==> config.mk <==
export PLATFORM = sky130hd
export DESIGN_NAME = frq_ctrl
export DESIGN_NICKNAME = d
export VERILOG_FILES = /design/src/hdl/frq_pkg.sv /design/src/hdl/frq_ctrl.sv
export SDC_FILE = /design/constraint.sdc
export NUM_CORES = 1
export LEC_CHECK = 0
export BUFFER_PORTS_ARGS = -buffer_cell sky130_fd_sc_hd__buf_4
export CORE_UTILIZATION = 48
export DETAILED_ROUTE_END_ITERATION = 16
export GPL_ROUTABILITY_DRIVEN = 0
export GPL_TIMING_DRIVEN = 0
export HOLD_SLACK_MARGIN = 0.05
export PLACE_DENSITY = 0.78
export REMOVE_ABC_BUFFERS = 1
export SETUP_SLACK_MARGIN = 0.02
export SLEW_MARGIN = 20
export SYNTH_ARGS = -nofsm -noshare
export SYNTH_HDL_FRONTEND = slang
export SYNTH_SLANG_ARGS = --single-unit
==> constraint.sdc <==
create_clock -name clk -period 1.7 [get_ports clk]
set_input_delay 0.085 -clock clk [delete_from_list [all_inputs] [get_ports clk]]
set_output_delay 0.085 -clock clk [all_outputs]
set_load 0.03 [all_outputs]
==> src/hdl/frq_pkg.sv <==
package frq_pkg;

  localparam int DEFAULT_DEPTH = 64;
  localparam int SLOT_W = 6;
  localparam int VRT_W = 64;
  localparam int PRIO_W = 2;
  localparam int COUNT_W = 7;
  localparam int LOAD_W = 10;
  localparam int LAG_W = 32;
  localparam int SLOT_SPACE = 64;
  localparam logic [LAG_W-1:0] LAG_RESET = 32'd1024;

  localparam logic [1:0] MODE_ENQ = 2'd0;
  localparam logic [1:0] MODE_POP = 2'd1;
  localparam logic [1:0] MODE_RM  = 2'd2;

  localparam logic [1:0] ST_DONE  = 2'd0;
  localparam logic [1:0] ST_EMPTY = 2'd1;
  localparam logic [1:0] ST_DUP   = 2'd2;
  localparam logic [1:0] ST_FULL  = 2'd3;

  typedef struct packed {
    logic [1:0]        mode;
    logic [SLOT_W-1:0] thread_slot;
    logic [VRT_W-1:0]  thread_vruntime;
    logic [PRIO_W-1:0] thread_priority;
  } in_item_t;

  typedef struct packed {
    logic [1:0]         status;
    logic [SLOT_W-1:0]  out_slot;
    logic [VRT_W-1:0]   out_vruntime;
    logic [PRIO_W-1:0]  out_priority;
    logic [COUNT_W-1:0] queue_count;
    logic [LOAD_W-1:0]  queue_load;
    logic [VRT_W-1:0]   queue_min_vruntime;
  } out_item_t;

  typedef struct packed {
    logic [SLOT_W-1:0] slot;
    logic [VRT_W-1:0]  vrt;
    logic [PRIO_W-1:0] prio;
  } entry_t;

  typedef enum logic [1:0] {
    RD_IDLE,
    RD_INS,
    RD_SRCH,
    RD_SH
  } rd_sel_t;

  typedef enum logic [2:0] {
    K_DUP,
    K_FULL,
    K_NONE,
    K_MISS,
    K_INS,
    K_TAKE
  } fin_kind_t;

  typedef struct packed {
    logic      accept;
    rd_sel_t   rd_sel;
    logic      ins_shift;
    logic      ins_new;
    logic      srch_next;
    logic      take;
    logic      sh_step;
    logic      finish;
    fin_kind_t kind;
  } dp_cmd_t;

  typedef struct packed {
    logic mark_hit;
    logic empty;
    logic full;
    logic brk;
    logic ptr_one;
    logic match;
    logic more;
    logic sh_more;
  } dp_sts_t;

  function automatic logic [LOAD_W-1:0] load_of(input logic [PRIO_W-1:0] prio);
    logic [3:0] w;
    w = 4'd1 << prio;
    return LOAD_W'(w);
  endfunction

endpackage

==> src/hdl/frq_ctrl.sv <==
module frq_ctrl (
  input  logic            clk,
  input  logic            rst,
  input  logic            start,
  input  logic [1:0]      mode,
  input  frq_pkg::dp_sts_t sts,
  output frq_pkg::dp_cmd_t cmd,
  output logic            busy,
  output logic            done
);

  typedef enum logic [2:0] {
    IDLE,
    INS_CMP,
    INS_WR,
    SRCH,
    SHIFT,
    FIN
  } state_t;

  state_t             state, state_next;
  frq_pkg::fin_kind_t kind, kind_next;

  always_comb begin
    state_next    = state;
    kind_next     = kind;
    cmd           = '0;
    cmd.rd_sel    = frq_pkg::RD_IDLE;
    cmd.kind      = kind;
    case (state)
      IDLE: begin
        if (start) begin
          cmd.accept = 1'b1;
          state_next = FIN;
          case (mode)
            frq_pkg::MODE_ENQ: begin
              if (sts.mark_hit) begin
                kind_next = frq_pkg::K_DUP;
              end else if (sts.full) begin
                kind_next = frq_pkg::K_FULL;
              end else if (sts.empty) begin
                state_next = INS_WR;
              end else begin
                state_next = INS_CMP;
              end
            end
            frq_pkg::MODE_POP: begin
              if (sts.empty) begin
                kind_next = frq_pkg::K_NONE;
              end else begin
                state_next = SRCH;
              end
            end
            frq_pkg::MODE_RM: begin
              if (!sts.mark_hit) begin
                kind_next = frq_pkg::K_MISS;
              end else begin
                state_next = SRCH;
              end
            end
            default: begin
              kind_next = frq_pkg::K_NONE;
            end
          endcase
        end
      end
      INS_CMP: begin
        cmd.rd_sel = frq_pkg::RD_INS;
        if (sts.brk) begin
          cmd.ins_shift = 1'b1;
          if (sts.ptr_one) begin
            state_next = INS_WR;
          end
        end else begin
          cmd.ins_new = 1'b1;
          kind_next   = frq_pkg::K_INS;
          state_next  = FIN;
        end
      end
      INS_WR: begin
        cmd.ins_new = 1'b1;
        kind_next   = frq_pkg::K_INS;
        state_next  = FIN;
      end
      SRCH: begin
        cmd.rd_sel = frq_pkg::RD_SRCH;
        if (sts.match) begin
          cmd.take   = 1'b1;
          kind_next  = frq_pkg::K_TAKE;
          state_next = sts.more ? SHIFT : FIN;
        end else begin
          cmd.srch_next = 1'b1;
        end
      end
      SHIFT: begin
        cmd.rd_sel  = frq_pkg::RD_SH;
        cmd.sh_step = 1'b1;
        if (!sts.sh_more) begin
          state_next = FIN;
        end
      end
      FIN: begin
        cmd.finish = 1'b1;
        state_next = IDLE;
      end
      default: begin
        state_next = IDLE;
      end
    endcase
  end

  always_ff @(posedge clk) begin
    if (rst) begin
      state <= IDLE;
      kind  <= frq_pkg::K_NONE;
      done  <= 1'b0;
    end else begin
      state <= state_next;
      kind  <= kind_next;
      done  <= (state == FIN);
    end
  end

  assign busy = (state != IDLE);

endmodule

==> flow_summary.yaml <==
routing:
  wire_per_inst_um: 13.2
  dr_total_vias: 774
  ant_nets: 0
  drc: 0
  first_pass_iters: 7
  drtIter0Drc: 10
  wirelength_um: 1800
  via_per_inst: 5.65
synth:
  synth-seq-cells: 7
  synthTopCellsByCount: "8 x a21oi_1, 8 x inv_1, 7 x dfxtp_1"
  synth-edff-count: 0
  synth_ff_type: "dfxtp_1"
  post_synth_num_cell_types: 42
  synth_top_cell_by_area: "dfxtp_1"
  yosysWarnings: 0
  synth_cells: 95
  postSynthAreaPerCell_um2: 7.88
  synth_area_leaders: "dfxtp_1 19%, ha_1 10%, a21oi_1 5.4%"
  ys_seq_area_share_pct: 18.7
  yosysTopAreaCellShare_pct: 18.7
  syn_area_um2: 748
  synthArstFlopShare_pct: 0
outcome:
  status: "finished, final reports clean"
sta:
  fmax_ghz: 0.649
  period_share_pct: 90.7
  rsz0062_at_grt: "false"
  clock-skew-final_ps: 1.08
  period_needed_ps: 1540
  drv_slew: 0
  maxSlewHeadroom_pct: 61.2
  setup-violations-final: 0
  setup_tns_ps: 0
  hold_viol: 0
  worst_pin_slew_ps: 573
grt:
  antenna_found_initial: 0
  grt_overflow: 0
  grt_first_pass_wirelength_um: 3060
  grt_pass1_vias: 696
  grt_usage_pct: 21.9
  grt_max_degree: 21
min_path:
  min_path_cells: 3
  holdPathEnd: "state[2]$_SDFFE_PP0P_"
  hold_start: "sts[0]"
  hold_path.class: "in2reg"
clocking:
  cts.htree.levels: 1
  cts_setup_buffers: 0
  clkSinkCount: 7
  clockRootBuffer: "clkbuf_4"
  clk_path_buf_depth: 2
  insertion_delay_ps: 260
  cts_buffers: 3
  clkSlewWorstSetupHoldPaths_ps: 50
  cts_tree: "done"
placed_design:
  io_buffers: 26
  dp_hpwl_um: 1370
  place_area_um2: 936
pwr:
  p_switching_w: 0.000813
  vdd_drop_max_v: 0.000845
  pwr-share-seq_pct: 22.6
  p_leak_nw: 0.457
  powerDensity_mw_per_mm2: 1600
  switching_share_pct: 51.5
  intPower_w: 0.000766
  p_clk_share_pct: 10.1
  share_comb_of_total_power_pct: 67.3
finish:
  area_delta_synth_final_pct: 31.9
  postLayoutCellArea_um2: 987
  nets: 142
  drive_above_1_share_pct: 33.6
  fill_cells: 121
  n_antenna_cell: 0
setup_path:
  reg2reg_slack_ps: 160
  worstSetupPathType: "reg2reg"
  worstPathArrival_ps: 1710
  r2r-start: "state[0]$_SDFFE_PP0P_"
  crit_fanout: 13
  required_ps: 1870
  end_kind: "register"
  rr_worst_depth: 4
  start_kind: "register"
  timing.rr.end: "kind[1]$_SDFFE_PP1P_"
floorplanning:
  rows: 13
  die_area_mm2: 0.00172
  start_util_pct: 54.1
  io-pin-count: 27
  fp.coreArea_mm2: 0.00138
  die_w_um: 41.5
  fp.dieH_um: 41.5
flow_run:
  drv_cap: 0
==> cells in the final DEF (no fill, tap or decap), types with 3 or more instances in the layout <==
| master | instances |
|---|---|
| o31ai_1 | 3 |
| or3_1 | 3 |
| clkbuf_4 | 3 |
| nor2_1 | 5 |
| a21oi_1 | 8 |
| nand2_1 | 6 |
| ha_1 | 6 |
| nand2b_1 | 5 |
| dfxtp_1 | 4 |
| inv_1 | 8 |
| o22ai_1 | 3 |
| buf_4 | 26 |
==> sequential cells by signal (all words and copies together), names as in the netlist <==
signal / flops
done: 1
state: 3
kind: 3
==> worst max-delay path by stage <==
stage                                     start                    to  slack [ps]  depth (start not counted)
final                     state[0]$_SDFFE_PP0P_  kind[1]$_SDFFE_PP1P_         160                          4
after global routing      state[2]$_SDFFE_PP0P_               cmd[11]          30                          3
after CTS                 state[1]$_SDFFE_PP0P_  kind[1]$_SDFFE_PP1P_         110                          4
after detailed placement  state[1]$_SDFFE_PP0P_  kind[1]$_SDFFE_PP1P_         -60                          4
after global placement    state[1]$_SDFFE_PP0P_  kind[1]$_SDFFE_PP1P_         -60                          4
after floorplan           state[2]$_SDFFE_PP0P_  kind[1]$_SDFFE_PP1P_         -10                          4
==> critical path: stages, from the launching register on <==
cell	delay [ps]
dfxtp_2	450
nor3_1	120
or2_4	270
or3_1	360
o311ai_2	240
==> metrics by stage <==
stage / total power [W] / instances / util (%) / worst slack [ps] / hold WS, ps
final: 0.00158 / 137 / 71.4 / 158 / 91.3
after global routing: 0.00170 / 137 / 71.4 / 31.7 / 92.2
after CTS: 0.00156 / 137 / 70.6 / 107 / 91.4
after detailed placement: 0.00139 / 132 / 67.7 / -63.7 / 287
after global placement: 0.00138 / 132 / 67.7 / -61.9 / 283
after floorplan: 0.00105 / 91 / - / -14.0 / 154
==> area by class of cell <==
type	instances	area, um2	area share [%]
Clock buffer	4	26.3	2.66
Multi-Input combinational cell	76	561	56.8
Inverter	8	30.0	3.04
Tap cell	15	18.8	1.90
Timing Repair Buffer	27	205	20.8
Sequential cell	7	146	14.8
==> timing repair <==
action                                  4_1_cts  5_1_grt
endpoints found under the setup margin        2        1
hold endpoints to repair                      4        0
gates resized for setup                       3        2
hold buffers                                  1        0
==> layer usage <==
| layer | track usage (%) | wire [um] | up-vias |
|---|---|---|---|
| met5 | 0 | 0 | - |
| met4 | 1.94 | 0 | 0 |
| met3 | 3.91 | 56 | 0 |
| met2 | 41.3 | 934 | 18 |
| met1 | 26.3 | 811 | 351 |
| li1 | - | - | 405 |
==> power groups by stage <==
stage               registers [W]  clock network [W]  logic, W
floorplan                0.000372                  0  0.000681
global placement         0.000346                  0   0.00103
detailed placement       0.000350                  0   0.00104
CTS                      0.000354           0.000156   0.00105
global route             0.000377           0.000172   0.00115
finish                   0.000358           0.000159   0.00106
==> cells by family (layout without fill, tap and decap cells) <==
kind of cell	count (synthesis)	after routing	synth area share (%)
compound gates	27	27	26.6
flops	7	7	18.7
buf+inv	12	39	7.52
xor+xnor	1	1	1.17
simple gates	42	42	36.0
fa+ha+maj	6	6	10.0
Power figures use the tool's default switching activity.
